$ cat src/rtl/core/http_request_byte_classifier_macros.svh
// ----------------------------------------------------------------------------
// HTTP request byte classifier assertion macros
// Concurrent assertion wrappers shared by the classifier RTL.
// ----------------------------------------------------------------------------
`ifndef HTTP_REQUEST_BYTE_CLASSIFIER_MACROS_SVH
`define HTTP_REQUEST_BYTE_CLASSIFIER_MACROS_SVH

`ifndef ASSERT_OFF
// Checked property that is switched off while reset is held.
`define HRBC_ASSERT(lbl, clk, rst_n, prop, msg) \
    lbl: assert property (@(posedge clk) disable iff (!rst_n) prop) else $error(msg);
// Checked property that also holds through reset.
`define HRBC_ASSERT_ALWAYS(lbl, clk, prop, msg) \
    lbl: assert property (@(posedge clk) prop) else $error(msg);
`else
`define HRBC_ASSERT(lbl, clk, rst_n, prop, msg)
`define HRBC_ASSERT_ALWAYS(lbl, clk, prop, msg)
`endif

`endif

$ cat src/rtl/core/hrbc_pkg.sv
// ----------------------------------------------------------------------------
// HTTP request byte classifier package
// Codes, character constants and helper functions for the classifier.
// ----------------------------------------------------------------------------
`default_nettype none

package hrbc_pkg;

    typedef logic [3:0] t_phase;
    typedef logic [3:0] t_match;
    typedef logic [3:0] t_role;
    typedef logic [1:0] t_kind;
    typedef logic [1:0] t_term;

    localparam t_phase PH_METHOD   = 4'd0;
    localparam t_phase PH_SP1      = 4'd1;
    localparam t_phase PH_ENDPOINT = 4'd2;
    localparam t_phase PH_SP2      = 4'd3;
    localparam t_phase PH_PROTO    = 4'd4;
    localparam t_phase PH_SP3      = 4'd5;
    localparam t_phase PH_EXTRA    = 4'd6;
    localparam t_phase PH_HEADER   = 4'd7;
    localparam t_phase PH_BODY     = 4'd8;

    localparam t_match MM_NONE  = 4'd0;
    localparam t_match MM_G     = 4'd1;
    localparam t_match MM_GE    = 4'd2;
    localparam t_match MM_GET   = 4'd3;
    localparam t_match MM_P     = 4'd4;
    localparam t_match MM_PO    = 4'd5;
    localparam t_match MM_POS   = 4'd6;
    localparam t_match MM_POST  = 4'd7;
    localparam t_match MM_PA    = 4'd8;
    localparam t_match MM_PAT   = 4'd9;
    localparam t_match MM_PATC  = 4'd10;
    localparam t_match MM_PATCH = 4'd11;
    localparam t_match MM_FAIL  = 4'd15;

    localparam t_term TS_IDLE  = 2'd0;
    localparam t_term TS_LF    = 2'd1;
    localparam t_term TS_LF_CR = 2'd2;
    localparam t_term TS_CR    = 2'd3;

    localparam t_role ROLE_METHOD  = 4'd0;
    localparam t_role ROLE_SPACE   = 4'd1;
    localparam t_role ROLE_ENDPT   = 4'd2;
    localparam t_role ROLE_PROTO   = 4'd3;
    localparam t_role ROLE_EXTRA   = 4'd4;
    localparam t_role ROLE_TERM    = 4'd5;
    localparam t_role ROLE_KEY     = 4'd6;
    localparam t_role ROLE_COLON   = 4'd7;
    localparam t_role ROLE_SKIP    = 4'd8;
    localparam t_role ROLE_VALUE   = 4'd9;
    localparam t_role ROLE_BODY    = 4'd10;

    localparam t_kind KIND_GET   = 2'd0;
    localparam t_kind KIND_POST  = 2'd1;
    localparam t_kind KIND_PATCH = 2'd2;
    localparam t_kind KIND_ERROR = 2'd3;

    localparam logic [7:0] CH_LF    = 8'h0A;
    localparam logic [7:0] CH_CR    = 8'h0D;
    localparam logic [7:0] CH_COLON = 8'h3A;
    localparam logic [7:0] CH_SPACE = 8'h20;
    localparam logic [7:0] CH_TAB   = 8'h09;
    localparam logic [7:0] CH_VT    = 8'h0B;
    localparam logic [7:0] CH_FF    = 8'h0C;

    function automatic logic is_ws(input logic [7:0] c);
        return (c == CH_SPACE) || (c == CH_TAB) || (c == CH_VT) || (c == CH_FF);
    endfunction

    function automatic t_match method_next(input t_match m, input logic [7:0] c);
        t_match r;
        r = MM_FAIL;
        case (m)
            MM_NONE: begin
                if (c == "G") r = MM_G;
                else if (c == "P") r = MM_P;
            end
            MM_G:    if (c == "E") r = MM_GE;
            MM_GE:   if (c == "T") r = MM_GET;
            MM_P: begin
                if (c == "O") r = MM_PO;
                else if (c == "A") r = MM_PA;
            end
            MM_PO:   if (c == "S") r = MM_POS;
            MM_POS:  if (c == "T") r = MM_POST;
            MM_PA:   if (c == "T") r = MM_PAT;
            MM_PAT:  if (c == "C") r = MM_PATC;
            MM_PATC: if (c == "H") r = MM_PATCH;
            default: r = MM_FAIL;
        endcase
        return r;
    endfunction

    function automatic logic method_ok(input t_match m);
        return (m == MM_GET) || (m == MM_POST) || (m == MM_PATCH);
    endfunction

    // True when the line that is still open would make the request invalid.
    function automatic logic line_error(input t_phase ph, input t_match m,
                                        input logic empty, input logic colon);
        logic e;
        e = 1'b0;
        if (ph <= PH_EXTRA) begin
            e = (ph <= PH_SP2) || !method_ok(m);
        end else if (ph == PH_HEADER) begin
            e = !empty && !colon;
        end
        return e;
    endfunction

endpackage

`default_nettype wire

$ cat src/rtl/core/http_request_byte_classifier.sv
// ----------------------------------------------------------------------------
// HTTP request byte classifier
// Tags each byte of an HTTP request with its role and reports the request
// kind on the final byte.
//
//   Channel  Direction  Handshake            Payload
//   input    in         i_valid / o_ready    i_data_byte, i_last
//   result   out        o_valid / i_ready    o_data_out, o_byte_role,
//                                            o_request_kind, o_end_of_request
//
// One byte is taken per cycle unless the result side stalls.
// The parser state is updated as a byte moves from the input register to the
// result register, so consecutive bytes follow each other without gaps.
// A stalled result register holds the input register, which then stalls input.
// Synchronous reset clears both registers' valid flags and the parser state.
// ----------------------------------------------------------------------------
`default_nettype none

`include "http_request_byte_classifier_macros.svh"

module http_request_byte_classifier (
    input  wire logic       i_clk,
    input  wire logic       i_rst_n,
    input  wire logic       i_valid,
    output logic            o_ready,
    input  wire logic [7:0] i_data_byte,
    input  wire logic       i_last,
    output logic            o_valid,
    input  wire logic       i_ready,
    output logic [7:0]      o_data_out,
    output logic [3:0]      o_byte_role,
    output logic [1:0]      o_request_kind,
    output logic            o_end_of_request
);

    logic                r_in_valid;
    logic [7:0]          r_in_byte;
    logic                r_in_last;

    logic                r_out_valid;
    logic [7:0]          r_out_byte;
    hrbc_pkg::t_role     r_out_role;
    hrbc_pkg::t_kind     r_out_kind;
    logic                r_out_last;

    hrbc_pkg::t_phase    r_phase, n_phase;
    hrbc_pkg::t_match    r_match, n_match;
    hrbc_pkg::t_term     r_term, n_term;
    logic                r_empty, n_empty;
    logic                r_error, n_error;
    logic                r_colon, n_colon;
    logic                r_vstart, n_vstart;
    hrbc_pkg::t_role     n_role;
    hrbc_pkg::t_kind     n_kind;

    logic                w_advance;
    logic                w_move;

    assign w_advance = !r_out_valid || i_ready;
    assign w_move    = r_in_valid && w_advance;
    assign o_ready   = !r_in_valid || w_advance;

    always_comb begin
        logic [7:0] c;
        logic       ws;
        c        = r_in_byte;
        ws       = hrbc_pkg::is_ws(c);
        n_phase  = r_phase;
        n_match  = r_match;
        n_term   = r_term;
        n_empty  = r_empty;
        n_error  = r_error;
        n_colon  = r_colon;
        n_vstart = r_vstart;
        n_kind   = hrbc_pkg::KIND_GET;
        n_role   = hrbc_pkg::ROLE_BODY;

        if (r_term == hrbc_pkg::TS_LF && c == hrbc_pkg::CH_CR) begin
            n_term = hrbc_pkg::TS_LF_CR;
            n_role = hrbc_pkg::ROLE_TERM;
        end else if ((r_term == hrbc_pkg::TS_LF_CR || r_term == hrbc_pkg::TS_CR)
                     && c == hrbc_pkg::CH_LF) begin
            n_term = hrbc_pkg::TS_IDLE;
            n_role = hrbc_pkg::ROLE_TERM;
        end else begin
            n_term = hrbc_pkg::TS_IDLE;
            if (r_phase == hrbc_pkg::PH_BODY) begin
                n_role = hrbc_pkg::ROLE_BODY;
            end else if (c == hrbc_pkg::CH_LF || c == hrbc_pkg::CH_CR) begin
                n_term = (c == hrbc_pkg::CH_LF) ? hrbc_pkg::TS_LF : hrbc_pkg::TS_CR;
                if (hrbc_pkg::line_error(r_phase, r_match, r_empty, r_colon)) begin
                    n_error = 1'b1;
                end
                n_phase  = (r_phase == hrbc_pkg::PH_HEADER && r_empty) ?
                           hrbc_pkg::PH_BODY : hrbc_pkg::PH_HEADER;
                n_empty  = 1'b1;
                n_colon  = 1'b0;
                n_vstart = 1'b0;
                n_role   = hrbc_pkg::ROLE_TERM;
            end else begin
                n_empty = 1'b0;
                case (r_phase)
                    hrbc_pkg::PH_METHOD: begin
                        if (ws) begin
                            n_phase = hrbc_pkg::PH_SP1;
                            n_role  = hrbc_pkg::ROLE_SPACE;
                        end else begin
                            n_match = hrbc_pkg::method_next(r_match, c);
                            n_role  = hrbc_pkg::ROLE_METHOD;
                        end
                    end
                    hrbc_pkg::PH_SP1: begin
                        if (ws) begin
                            n_role = hrbc_pkg::ROLE_SPACE;
                        end else begin
                            n_phase = hrbc_pkg::PH_ENDPOINT;
                            n_role  = hrbc_pkg::ROLE_ENDPT;
                        end
                    end
                    hrbc_pkg::PH_ENDPOINT: begin
                        if (ws) begin
                            n_phase = hrbc_pkg::PH_SP2;
                            n_role  = hrbc_pkg::ROLE_SPACE;
                        end else begin
                            n_role = hrbc_pkg::ROLE_ENDPT;
                        end
                    end
                    hrbc_pkg::PH_SP2: begin
                        if (ws) begin
                            n_role = hrbc_pkg::ROLE_SPACE;
                        end else begin
                            n_phase = hrbc_pkg::PH_PROTO;
                            n_role  = hrbc_pkg::ROLE_PROTO;
                        end
                    end
                    hrbc_pkg::PH_PROTO: begin
                        if (ws) begin
                            n_phase = hrbc_pkg::PH_SP3;
                            n_role  = hrbc_pkg::ROLE_SPACE;
                        end else begin
                            n_role = hrbc_pkg::ROLE_PROTO;
                        end
                    end
                    hrbc_pkg::PH_SP3: begin
                        if (ws) begin
                            n_role = hrbc_pkg::ROLE_SPACE;
                        end else begin
                            n_phase = hrbc_pkg::PH_EXTRA;
                            n_error = 1'b1;
                            n_role  = hrbc_pkg::ROLE_EXTRA;
                        end
                    end
                    hrbc_pkg::PH_EXTRA: begin
                        n_role = hrbc_pkg::ROLE_EXTRA;
                    end
                    hrbc_pkg::PH_HEADER: begin
                        if (!r_colon) begin
                            if (c == hrbc_pkg::CH_COLON) begin
                                n_colon = 1'b1;
                                n_role  = hrbc_pkg::ROLE_COLON;
                            end else begin
                                n_role = hrbc_pkg::ROLE_KEY;
                            end
                        end else if (!r_vstart && ws) begin
                            n_role = hrbc_pkg::ROLE_SKIP;
                        end else begin
                            n_vstart = 1'b1;
                            n_role   = hrbc_pkg::ROLE_VALUE;
                        end
                    end
                    default: begin
                        n_role = hrbc_pkg::ROLE_BODY;
                    end
                endcase
            end
        end

        if (r_in_last) begin
            if (n_error || hrbc_pkg::line_error(n_phase, n_match, n_empty, n_colon)) begin
                n_kind = hrbc_pkg::KIND_ERROR;
            end else if (n_match == hrbc_pkg::MM_GET) begin
                n_kind = hrbc_pkg::KIND_GET;
            end else if (n_match == hrbc_pkg::MM_POST) begin
                n_kind = hrbc_pkg::KIND_POST;
            end else if (n_match == hrbc_pkg::MM_PATCH) begin
                n_kind = hrbc_pkg::KIND_PATCH;
            end else begin
                n_kind = hrbc_pkg::KIND_ERROR;
            end
            n_phase  = hrbc_pkg::PH_METHOD;
            n_match  = hrbc_pkg::MM_NONE;
            n_term   = hrbc_pkg::TS_IDLE;
            n_empty  = 1'b1;
            n_error  = 1'b0;
            n_colon  = 1'b0;
            n_vstart = 1'b0;
        end
    end

    always_ff @(posedge i_clk) begin
        if (!i_rst_n) begin
            r_in_valid  <= 1'b0;
            r_out_valid <= 1'b0;
            r_phase     <= hrbc_pkg::PH_METHOD;
            r_match     <= hrbc_pkg::MM_NONE;
            r_term      <= hrbc_pkg::TS_IDLE;
            r_empty     <= 1'b1;
            r_error     <= 1'b0;
            r_colon     <= 1'b0;
            r_vstart    <= 1'b0;
        end else begin
            if (o_ready) begin
                r_in_valid <= i_valid;
            end
            if (w_advance) begin
                r_out_valid <= r_in_valid;
            end
            if (w_move) begin
                r_phase  <= n_phase;
                r_match  <= n_match;
                r_term   <= n_term;
                r_empty  <= n_empty;
                r_error  <= n_error;
                r_colon  <= n_colon;
                r_vstart <= n_vstart;
            end
        end
    end

    always_ff @(posedge i_clk) begin
        if (o_ready && i_valid) begin
            r_in_byte <= i_data_byte;
            r_in_last <= i_last;
        end
        if (w_move) begin
            r_out_byte <= r_in_byte;
            r_out_role <= n_role;
            r_out_kind <= n_kind;
            r_out_last <= r_in_last;
        end
    end

    assign o_valid          = r_out_valid;
    assign o_data_out       = r_out_byte;
    assign o_byte_role      = r_out_role;
    assign o_request_kind   = r_out_kind;
    assign o_end_of_request = r_out_last;

    `HRBC_ASSERT(a_kind_only_at_end, i_clk, i_rst_n, (o_valid && !o_end_of_request) |-> (o_request_kind == hrbc_pkg::KIND_GET), "request kind set on a byte that is not the last")
    `HRBC_ASSERT(a_state_cleared_after_last, i_clk, i_rst_n, (w_move && r_in_last) |=> (r_phase == hrbc_pkg::PH_METHOD && r_match == hrbc_pkg::MM_NONE && !r_error), "parser state not cleared after the last byte")
    `HRBC_ASSERT(a_term_only_after_first_line, i_clk, i_rst_n, (r_term != hrbc_pkg::TS_IDLE) |-> (r_phase == hrbc_pkg::PH_HEADER || r_phase == hrbc_pkg::PH_BODY), "terminator tracking active on the first line")

endmodule

`default_nettype wire

$ cat config.mk
export PLATFORM = sky130hd
export DESIGN_NAME = http_request_byte_classifier
export DESIGN_NICKNAME = d
export VERILOG_FILES = /design/src/rtl/core/hrbc_pkg.sv /design/src/rtl/core/http_request_byte_classifier.sv
export VERILOG_INCLUDE_DIRS = /design/src /design/src/rtl/core
export SDC_FILE = /design/constraint.sdc
export NUM_CORES = 1
export LEC_CHECK = 0
export ABC_AREA = 1
export BUFFER_PORTS_ARGS = -buffer_cell sky130_fd_sc_hd__buf_2
export CAP_MARGIN = 25
export CORE_MARGIN = 2
export CORE_UTILIZATION = 40
export DETAILED_ROUTE_END_ITERATION = 8
export PLACE_DENSITY = 0.71
export SYNTH_ARGS = -nofsm -noshare
export SYNTH_HDL_FRONTEND = slang
export SYNTH_SLANG_ARGS = --single-unit
$ cat constraint.sdc
create_clock -name i_clk -period 1.83 [get_ports i_clk]
set_input_delay 0.183 -clock i_clk [delete_from_list [all_inputs] [get_ports i_clk]]
set_output_delay 0.183 -clock i_clk [all_outputs]
set_load 0.01 [all_outputs]
# Yosys cells after proc, flatten, opt, wreduce, memory -nomap -nowiden

Index checks and enable logic that the tools add are counted.

Equality and inequality tests: 46
Reductions and logical operators: 39
Magnitude comparators: 4
Mux-type cells: 90

Operators with widths:

| operator                                                        | number |
|---|---|
| two-way mux 4 bit                                               | 29 |
| == test 8 x 7 -> 1 bit (second input constant)                  | 9 |
| case mux 4 bit (6 select lines)                                 | 2 |
| two-way mux 1 bit                                               | 42 |
| == test 4 x 3 -> 1 bit (second input constant)                  | 10 |
| == test 8 x 4 -> 1 bit (second input constant)                  | 5 |
| case mux 4 bit (9 select lines)                                 | 1 |
| == test 4 bit (second input constant)                           | 6 |
| two-way mux 2 bit                                               | 11 |
| == test 4 x 2 -> 1 bit (second input constant)                  | 5 |
| == test 8 x 6 -> 1 bit (second input constant)                  | 2 |
| two-way mux 3 bit                                               | 5 |
| logical OR 1 bit                                                | 14 |
| logical NOT 1 bit                                               | 9 |
| == test 4 x 1 -> 1 bit (second input constant)                  | 2 |
| less-or-equal comparator 4 x 2 -> 1 bit (second input constant) | 2 |
| less-or-equal comparator 4 x 3 -> 1 bit (second input constant) | 2 |
| logical AND 1 bit                                               | 8 |
| logical NOT 4 bit                                               | 2 |
| AND reduction 7 bit                                             | 1 |
| != test 2 bit (second input constant)                           | 3 |
| nonzero test 3 bit                                              | 2 |
| OR reduction 2 bit                                              | 3 |
| == test 2 bit (second input constant)                           | 2 |
| other kinds (2)                                                 | 2 |

Output and inout port bits: 17
Bits in registers: 40
Bits of input ports: 13
Word-level logic and storage cells: 194

# Longest topological paths before layout

Gate-level depths: netlist of run 1.

Depth after elaboration: 19
Mapped depth: 18
Depth with buffers taken out: 18

# Least setup slack after synthesis of run 1

Ideal clock, no wire load.

Kind: register -> register
Start: reg r_in_byte[6]
End: reg r_out_kind[1], in the netlist o_request_kind[1] (data pin)
Library setup time: 250 ps
Data arrival time: 1651 ps
Path buffers: 0
Setup slack: -71 ps
Required time: 1580 ps
Clock period less this slack: 1901 ps
Stages on the path, launching flop included: 19
Cells stage by stage: edfxtp_1 -> inv_2 -> nand2_2 -> nor2_8 -> nand2_2 -> nand2_4 -> inv_4 -> nor2_4 -> nand2_1 -> nand2_1 -> nor2_1 -> nand3_2 -> nand2_1 -> inv_1 -> nand2_1 -> nand2_1 -> nand3_1 -> nand2_1 -> inv_1

Cells in the longest elaborated chain, start to end: 19
Elaborated cells between the ends (all ways): 88
Classes of those cells: order compare (2); eq/ne (20); mux (52); reduce/logical (14)

RTL lines:

| item                                                                       | line                                                                                     | RTL |
|---|---|---|
| from (decl)                                                                | http_request_byte_classifier.sv:37                                                       | `logic [7:0] r_in_byte;` |
| from (signal assigned)                                                     | http_request_byte_classifier.sv:232                                                      | `r_in_byte <= i_data_byte;` |
| == test 8 x 7 -> 1 bit (tied with other cells)                             | hrbc_pkg.sv:85                                                                           | `else if (c == "A") r = MM_PA;` |
| two-way mux 3 bit (tied with other cells)                                  | hrbc_pkg.sv:85                                                                           |  |
| two-way mux 4 bit (tied with other cells)                                  | hrbc_pkg.sv:84                                                                           | `if (c == "O") r = MM_PO;` |
| case mux 4 bit (9 select lines) / logical OR 1 bit (equally long branches) | hrbc_pkg.sv:76, hrbc_pkg.sv:70                                                           |  |
| two-way mux 4 bit                                                          | http_request_byte_classifier.sv:104                                                      | `if (ws) begin` |
| two-way mux 4 bit                                                          | http_request_byte_classifier.sv:102                                                      | `case (r_phase)` |
| two-way mux 4 bit                                                          | http_request_byte_classifier.sv:89                                                       | `end else if (c == hrbc_pkg::CH_LF \|\| c == hrbc_pkg::CH_CR) begin` |
| two-way mux 4 bit                                                          | http_request_byte_classifier.sv:87                                                       | `if (r_phase == hrbc_pkg::PH_BODY) begin` |
| (+2 left out)                                                              | -                                                                                        |  |
| == test 4 x 2 -> 1 bit / == test 4 x 3 -> 1 bit (equally long branches)    | hrbc_pkg.sv:98, http_request_byte_classifier.sv:181, http_request_byte_classifier.sv:183 |  |
| logical OR 1 bit (2 in series)                                             | hrbc_pkg.sv:98                                                                           | `return (m == MM_GET) \|\| (m == MM_POST) \|\| (m == MM_PATCH);` |
| logical NOT 1 bit                                                          | hrbc_pkg.sv:107                                                                          | `e = (ph <= PH_SP2) \|\| !method_ok(m);` |
| logical OR 1 bit                                                           | hrbc_pkg.sv:107                                                                          |  |
| two-way mux 1 bit                                                          | hrbc_pkg.sv:106                                                                          | `if (ph <= PH_EXTRA) begin` |
| two-way mux 1 bit                                                          | http_request_byte_classifier.sv:178                                                      | `if (r_in_last) begin` |
| logical OR 1 bit                                                           | http_request_byte_classifier.sv:179                                                      | `if (n_error \|\| hrbc_pkg::line_error(n_phase, n_match, n_empty, n_colon)) begin` |
| two-way mux 2 bit *                                                        | http_request_byte_classifier.sv:179                                                      |  |
| to (signal assigned)                                                       | http_request_byte_classifier.sv:238                                                      | `r_out_kind <= n_kind;` |
| to (decl)                                                                  | http_request_byte_classifier.sv:43                                                       | `hrbc_pkg::t_kind r_out_kind;` |

Mark *: on every way between the ends. The rest lies on a longest branch, timed or not. The select of a mux whose other input is x is not followed.
A chain may end at the register's enable or synchronous reset.

# Worst setup path after layout of run 1

Start: reg r_in_byte[2]
End: reg r_out_kind[0], in the netlist o_request_kind[0] (data pin)

Same word-level chain as after synthesis.

==> results of run 1 <==
## stage by stage
step           utilization, %  power, W  setup TNS (ns)  cells
5_1_grt                  61.2   0.00228           -3.35    525
4_1_cts                  56.1   0.00212          -0.837    512
2_1_floorplan               -   0.00123          -0.110    343
6_report                 61.2   0.00218           -1.70    525
3_5_place_dp             52.6   0.00136          -0.761    498
3_3_place_gp             52.6   0.00136          -0.663    498
## logic make-up (layout without fill, tap and decap cells)
family | after synthesis | count (layout) | share of synthesized area [%]
AOI/OAI and AO/OA | 42 | 42 | 9.54
buffers and inverters | 52 | 159 | 8.48
DFF | 40 | 40 | 41.8
and+or+nand+nor | 209 | 209 | 40.2
## final timing paths
| path | depth (start not counted) | endpoint | startpoint |
|---|---|---|---|
| setup / recovery | 16 | o_request_kind[0]$_SDFFCE_PN0P_ | r_in_byte[2]$_DFFE_PP_ |
| hold / removal | 1 | r_in_byte[7]$_DFFE_PP_ | i_data_byte[7] |
| setup reg to reg | 16 | o_request_kind[0]$_SDFFCE_PN0P_ | r_in_byte[2]$_DFFE_PP_ |
| hold reg to reg | 2 | r_term[0]$_SDFFE_PN0P_ | r_term[0]$_SDFFE_PN0P_ |
## metal layers
metal	part of all wire [%]	vias to the layer above	GRT usage [%]	wire [um]
met5	0	-	0	0
met4	3.0	0	8.20	221
met3	6.3	31	3.68	457
met2	48	102	31.3	3500
met1	42	1207	24.3	3070
li1	-	1320	-	-
## registers in the layout, indices dropped and copies added, names as in the netlist
signal            cells
r_in_byte             8
r_vstart              1
o_data_out            8
o_end_of_request      1
r_empty               1
r_phase               4
o_valid               1
o_request_kind        2
r_error               1
r_match               4
o_byte_role           4
r_term                2
r_colon               1
r_in_valid            1
r_in_last             1
## report_power, final
group	switching [W]	leakage [nW]	internal (W)
clock	0.000337	0.0558	0.000404
sequential	0.0000265	0.358	0.000994
combinational	0.000242	1.26	0.000179
## synth_stat cells, types with 2 or more instances
| library cell | number |
|---|---|
| a211oi_1 | 2 |
| a21oi_1 | 20 |
| a21oi_2 | 2 |
| clkbuf_1 | 2 |
| dfxtp_1 | 16 |
| edfxtp_1 | 24 |
| inv_1 | 37 |
| inv_2 | 9 |
| inv_4 | 2 |
| nand2_1 | 98 |
| nand2_2 | 10 |
| nand2_4 | 5 |
| nand3_1 | 22 |
| nand3_2 | 4 |
| nand4_1 | 3 |
| nor2_1 | 51 |
| nor2_2 | 4 |
| nor2_4 | 5 |
| nor2_8 | 2 |
| nor3_1 | 3 |
| o211ai_1 | 2 |
| o21ai_0 | 9 |
| o21ai_1 | 2 |
| o31ai_1 | 2 |
## worst max-delay path, delay by kind of cell (launching register included)
kind	cells	cell delay, ns
AND/OR/NAND/NOR	11	1.00
flip-flops	1	0.47
buffers and inverters	4	0.30
AO/OA/AOI/OAI	1	0.18
## area by class of cell
class / count / area (um2)
Fill cell: 511 / 2310
Inverter: 48 / 198
Timing Repair Buffer: 103 / 723
Clock buffer: 5 / 68.8
Tap cell: 75 / 93.8
Sequential cell: 40 / 1040
Multi-Input combinational cell: 251 / 1470
Clock inverter: 3 / 42.5
## repair_timing
item | in CTS | in global routing
pin swaps | 11 | 38
buffers inserted | 6 | 13
resized for setup | 16 | 66
endpoints found under the setup margin | 6 | 15
==> flow_summary_export.csv, run 1 <==
group,metric,value,unit
logic_synthesis,synth-main-ff-cell,"edfxtp_1",
cts,worstSkewPairLatency,0.30,ns
timing,rsz0062_at_grt,"true",
global_route,grt_pass1_vias,2390,
layout,final_common_cell,"nand2_1",
place,place_area,0.00314,mm2
global_route,grt_pass1_wl,10600,um
critical_path,required,1.90,ns
die,ios,30,
place,hpwl,4920,um
critical_path,critPathMaxFanout,4,
global_route,grt-ovfl-total,0,
power,peakVddDrop,0.349,mV
layout,syn_to_final_growth,46.2,%
place,gp_congestion,0.997,
critical_path,crit_type,"reg2reg",
logic_synthesis,synthArstFlopShare,0,%
timing,fin_crit_sh,119,%
drt,routed_wl,7250,um
critical_path,cp_slowest_cell,"edfxtp_1",
drt,vias,2660,
die,num_rows,28,
run_status,violations,"negative setup slack",
critical_path,regToRegSetupSlack,-0.35,ns
logic_synthesis,ys_warn_count,0,
layout,final_nets,462,
die,start_util,41.8,%
critical_path,crit_top_cell,"nand2_2",
cts,clock-sinks,40,
place,pre_cts_slack,-0.294,ns
critical_path,slowest_delay,0.47,ns
logic_synthesis,synth_cells,343,
drt,wl_per_cell,13.8,um
timing,final_hold_viol_count,0,
timing,slew_viol_final,0,
cts,path_clk_slew,0.09,ns
layout,drive_gt1_share,46.4,%
cts,cts_buffer_depth,2,
power,p_leak,1.68,nW
cts,cts_root_buffer,"clkbuf_8",
timing,tightest_slew,0.525,ns
run_status,status,"finished, violations left",
layout,fin_area,0.00364,mm2
logic_synthesis,syn_area_per_cell,7.27,um2
power,p_per_area,599,mW/mm2
cts,hold_buffers,0,
timing,setup_viol,11,
cts,numCtsBuffers,5,
critical_path,end_kind,"register",
cts,cts_tree,"yes",
timing,fmax,458,MHz
die,core,0.00596,mm2
logic_synthesis,synth_area,0.00249,mm2
logic_synthesis,yosys.area.top_type,"edfxtp_1",
global_route,grtUsageTotal,19.0,%
die,die_area,0.00688,mm2
drt,firstDrtPassIters,5,
layout,final_cell_mix,"nand2_1, buf_4, nor2_1, inv_1, buf_2",
place,place.port_buffers,29,
logic_synthesis,synth_top_area_share,28.9,%
logic_synthesis,ys_types,31,
flow_run,max-cap-violations,0,
timing,whs,0.0527,ns
logic_synthesis,netlist_top_cells_area,"edfxtp_1, nand2_1, dfxtp_1",
timing,setup_ws,-0.352,ns
die,die_y,82.9,um
drt,vias_per_cell,5.07,
layout,diodes,0,
logic_synthesis,ys_seq_area_share,41.8,%
critical_path,cp_data_arrival_time,2.25,ns
global_route,antenna_found_initial,0,
die,die_x,82.9,um
logic_synthesis,synth-edff-count,24,
drt,drt-initial-drc-count,182,
cts,htree_levels,2,
logic_synthesis,ys_ff_latch,40,
global_route,grt_max_degree,17,
timing,skew,0.00634,ns
drt,final_antenna_net_count,0,
critical_path,cp_cell_sequence,"inv_2, nand2_2, nor2_4, nand2_4, nand2_4, inv_6, nor2_4, nor2_1, a21oi_2, nand2_1, inv_1, nand2_2, nand2_2, nand3_2, nand2_1, inv_1",
drt,drcViolationCount,0,
critical_path,startpoint_type,"register",
worst_hold_path,hp-class,"in2reg",
logic_synthesis,synth_nets,356,
timing,slew_headroom,65.0,%
timing,finalCriticalPeriod,2.18,ns
(Power assumes the default switching activity.)
==> run 2, diff against run 1 <==
--- a/config.mk
+++ b/config.mk
@@ -12,7 +12,7 @@
 export CORE_MARGIN = 2
 export CORE_UTILIZATION = 40
 export DETAILED_ROUTE_END_ITERATION = 8
-export PLACE_DENSITY = 0.71
+export PLACE_DENSITY_LB_ADDON = 0.08
 export SYNTH_ARGS = -nofsm -noshare
 export SYNTH_HDL_FRONTEND = slang
 export SYNTH_SLANG_ARGS = --single-unit
==> flow_summary_export.csv, run 2 (synthesized netlist as in run 1, its figures left out) <==
group,metric,value,unit
run_status,status,"finished, violations left",
run_status,violations,"negative setup slack",
critical_path,critPathMaxFanout,6,
layout,n_fill_cell,570,
critical_path,required,1.87,ns
power,p_per_area,595,mW/mm2
drt,routed_wl,6820,um
timing,fin_crit_sh,121,%
layout,drive_gt1_share,46.3,%
layout,diodes,0,
place,place.port_buffers,29,
drt,firstDrtPassIters,4,
cts,cts_root_buffer,"clkbuf_8",
global_route,grt-ovfl-total,0,
timing,setup_viol,8,
die,start_util,41.8,%
place,dp_cells,504,
global_route,grt_pass1_vias,2411,
critical_path,startpoint_type,"register",
place,gp_congestion,0.909,
drt,wl_per_cell,13.0,um
power,p_leak,1.69,nW
critical_path,cp_slowest_cell,"edfxtp_1",
worst_hold_path,hp-class,"in2reg",
drt,drcViolationCount,0,
power,power,0.00216,W
critical_path,crit_top_cell,"nand2_2",
place,hpwl,5200,um
drt,drt-initial-drc-count,94,
layout,final_common_cell,"nand2_1",
cts,worstSkewPairLatency,0.29,ns
cts,hold_buffers,0,
die,num_rows,28,
layout,syn_to_final_growth,45.8,%
timing,final_hold_viol_count,0,
timing,slew_headroom,64.6,%
timing,setup_ws,-0.393,ns
timing,slew_viol_final,0,
global_route,antenna_found_initial,0,
critical_path,cp_data_arrival_time,2.26,ns
cts,cts_tree,"yes",
drt,final_antenna_net_count,0,
critical_path,end_kind,"register",
cts,cts_buffer_depth,2,
die,die_area,0.00688,mm2
drt,vias_per_cell,4.79,
global_route,grt_max_degree,15,
cts,clock-sinks,40,
die,core,0.00596,mm2
layout,instances_no_fill,524,
cts,htree_levels,2,
critical_path,crit_type,"reg2reg",
critical_path,slowest_delay,0.54,ns
die,die_y,82.9,um
die,ios,30,
global_route,grtUsageTotal,19.5,%
power,peakVddDrop,0.368,mV
die,die_x,82.9,um
layout,final_cell_mix,"nand2_1, buf_4, nor2_1, inv_1, buf_2",
timing,skew,0.0155,ns
critical_path,cp_cell_sequence,"inv_2, nand2_2, nor2_4, nand2_4, nand2_4, inv_6, nor2_4, nor2_2, nand2_1, nand2_2, nand3_2, nand2_1, inv_1, nand2_2, nand2_2, nand3_1, nand2_1, inv_1",
drt,vias,2511,
timing,fmax,450,MHz
timing,finalCriticalPeriod,2.22,ns
flow_run,max-cap-violations,0,
global_route,grt_pass1_wl,11100,um
timing,rsz0062_at_grt,"true",
layout,final_nets,461,
timing,tightest_slew,0.531,ns
cts,path_clk_slew,0.09,ns
cts,numCtsBuffers,5,
timing,fin_tns_setup,-1.13,ns
run 2: final timing paths:
kind	endpoint	from	cells past startpoint	slack [ns]
worst max-delay path	o_request_kind[0]$_SDFFCE_PN0P_	r_in_byte[0]$_DFFE_PP_	18	-0.39
worst min register to register	r_term[0]$_SDFFE_PN0P_	r_term[0]$_SDFFE_PN0P_	2	0.48
worst max register to register	o_request_kind[0]$_SDFFCE_PN0P_	r_in_byte[0]$_DFFE_PP_	18	-0.39
worst min-delay path	r_in_byte[1]$_DFFE_PP_	i_data_byte[1]	1	0.06
run 2: layer usage:
layer / GRT usage (%) / vias to the layer above / part of all wire (%)
li1: - / 1312 / -
met1: 26.4 / 1138 / 46
met2: 33.7 / 55 / 49
met3: 3.28 / 6 / 4.5
met4: 2.68 / 0 / 0.59
met5: 0 / - / 0
run 2: worst max-delay path, delay by kind of cell, from the launching register on:
kind                   cells  cell delay (ns)
and+or+nand+nor           14             1.15
DFF                        1             0.54
buffers and inverters      4             0.29
run 2: final cells by class:
class	instances	area [um2]	area share, %
well taps	75	93.8	2.58
clock buffers	6	72.6	2.00
flip-flops and latches	40	1040	28.7
inverters	48	190	5.23
multi-input cells	251	1480	40.6
clock inverters	2	35.0	0.964
repair buffers	102	723	19.9
run 2: power by group:
part	leakage [nW]	internal [W]	total, W	switching, W
clock	0.0552	0.000405	0.000717	0.000312
sequential	0.358	0.000995	0.00102	0.0000291
combinational	1.28	0.000189	0.000421	0.000232
run 2: per-stage QoR:
step / hold WS [ns] / utilization (%) / area [um2] / worst slack, ns
2_1_floorplan: 0.282 / - / 2510 / -0.0553
3_3_place_gp: 0.361 / 53.4 / 3180 / -0.311
3_5_place_dp: 0.362 / 53.4 / 3180 / -0.319
4_1_cts: 0.0586 / 56.1 / 3340 / -0.285
5_1_grt: 0.0574 / 61.0 / 3630 / -0.538
6_report: 0.0598 / 61.0 / 3630 / -0.393
run 2: timing repair:
action / CTS / global route
pin swaps: 6 / 33
buffers inserted: 5 / 12
setup endpoints to repair: 7 / 17
gates resized for setup: 6 / 74
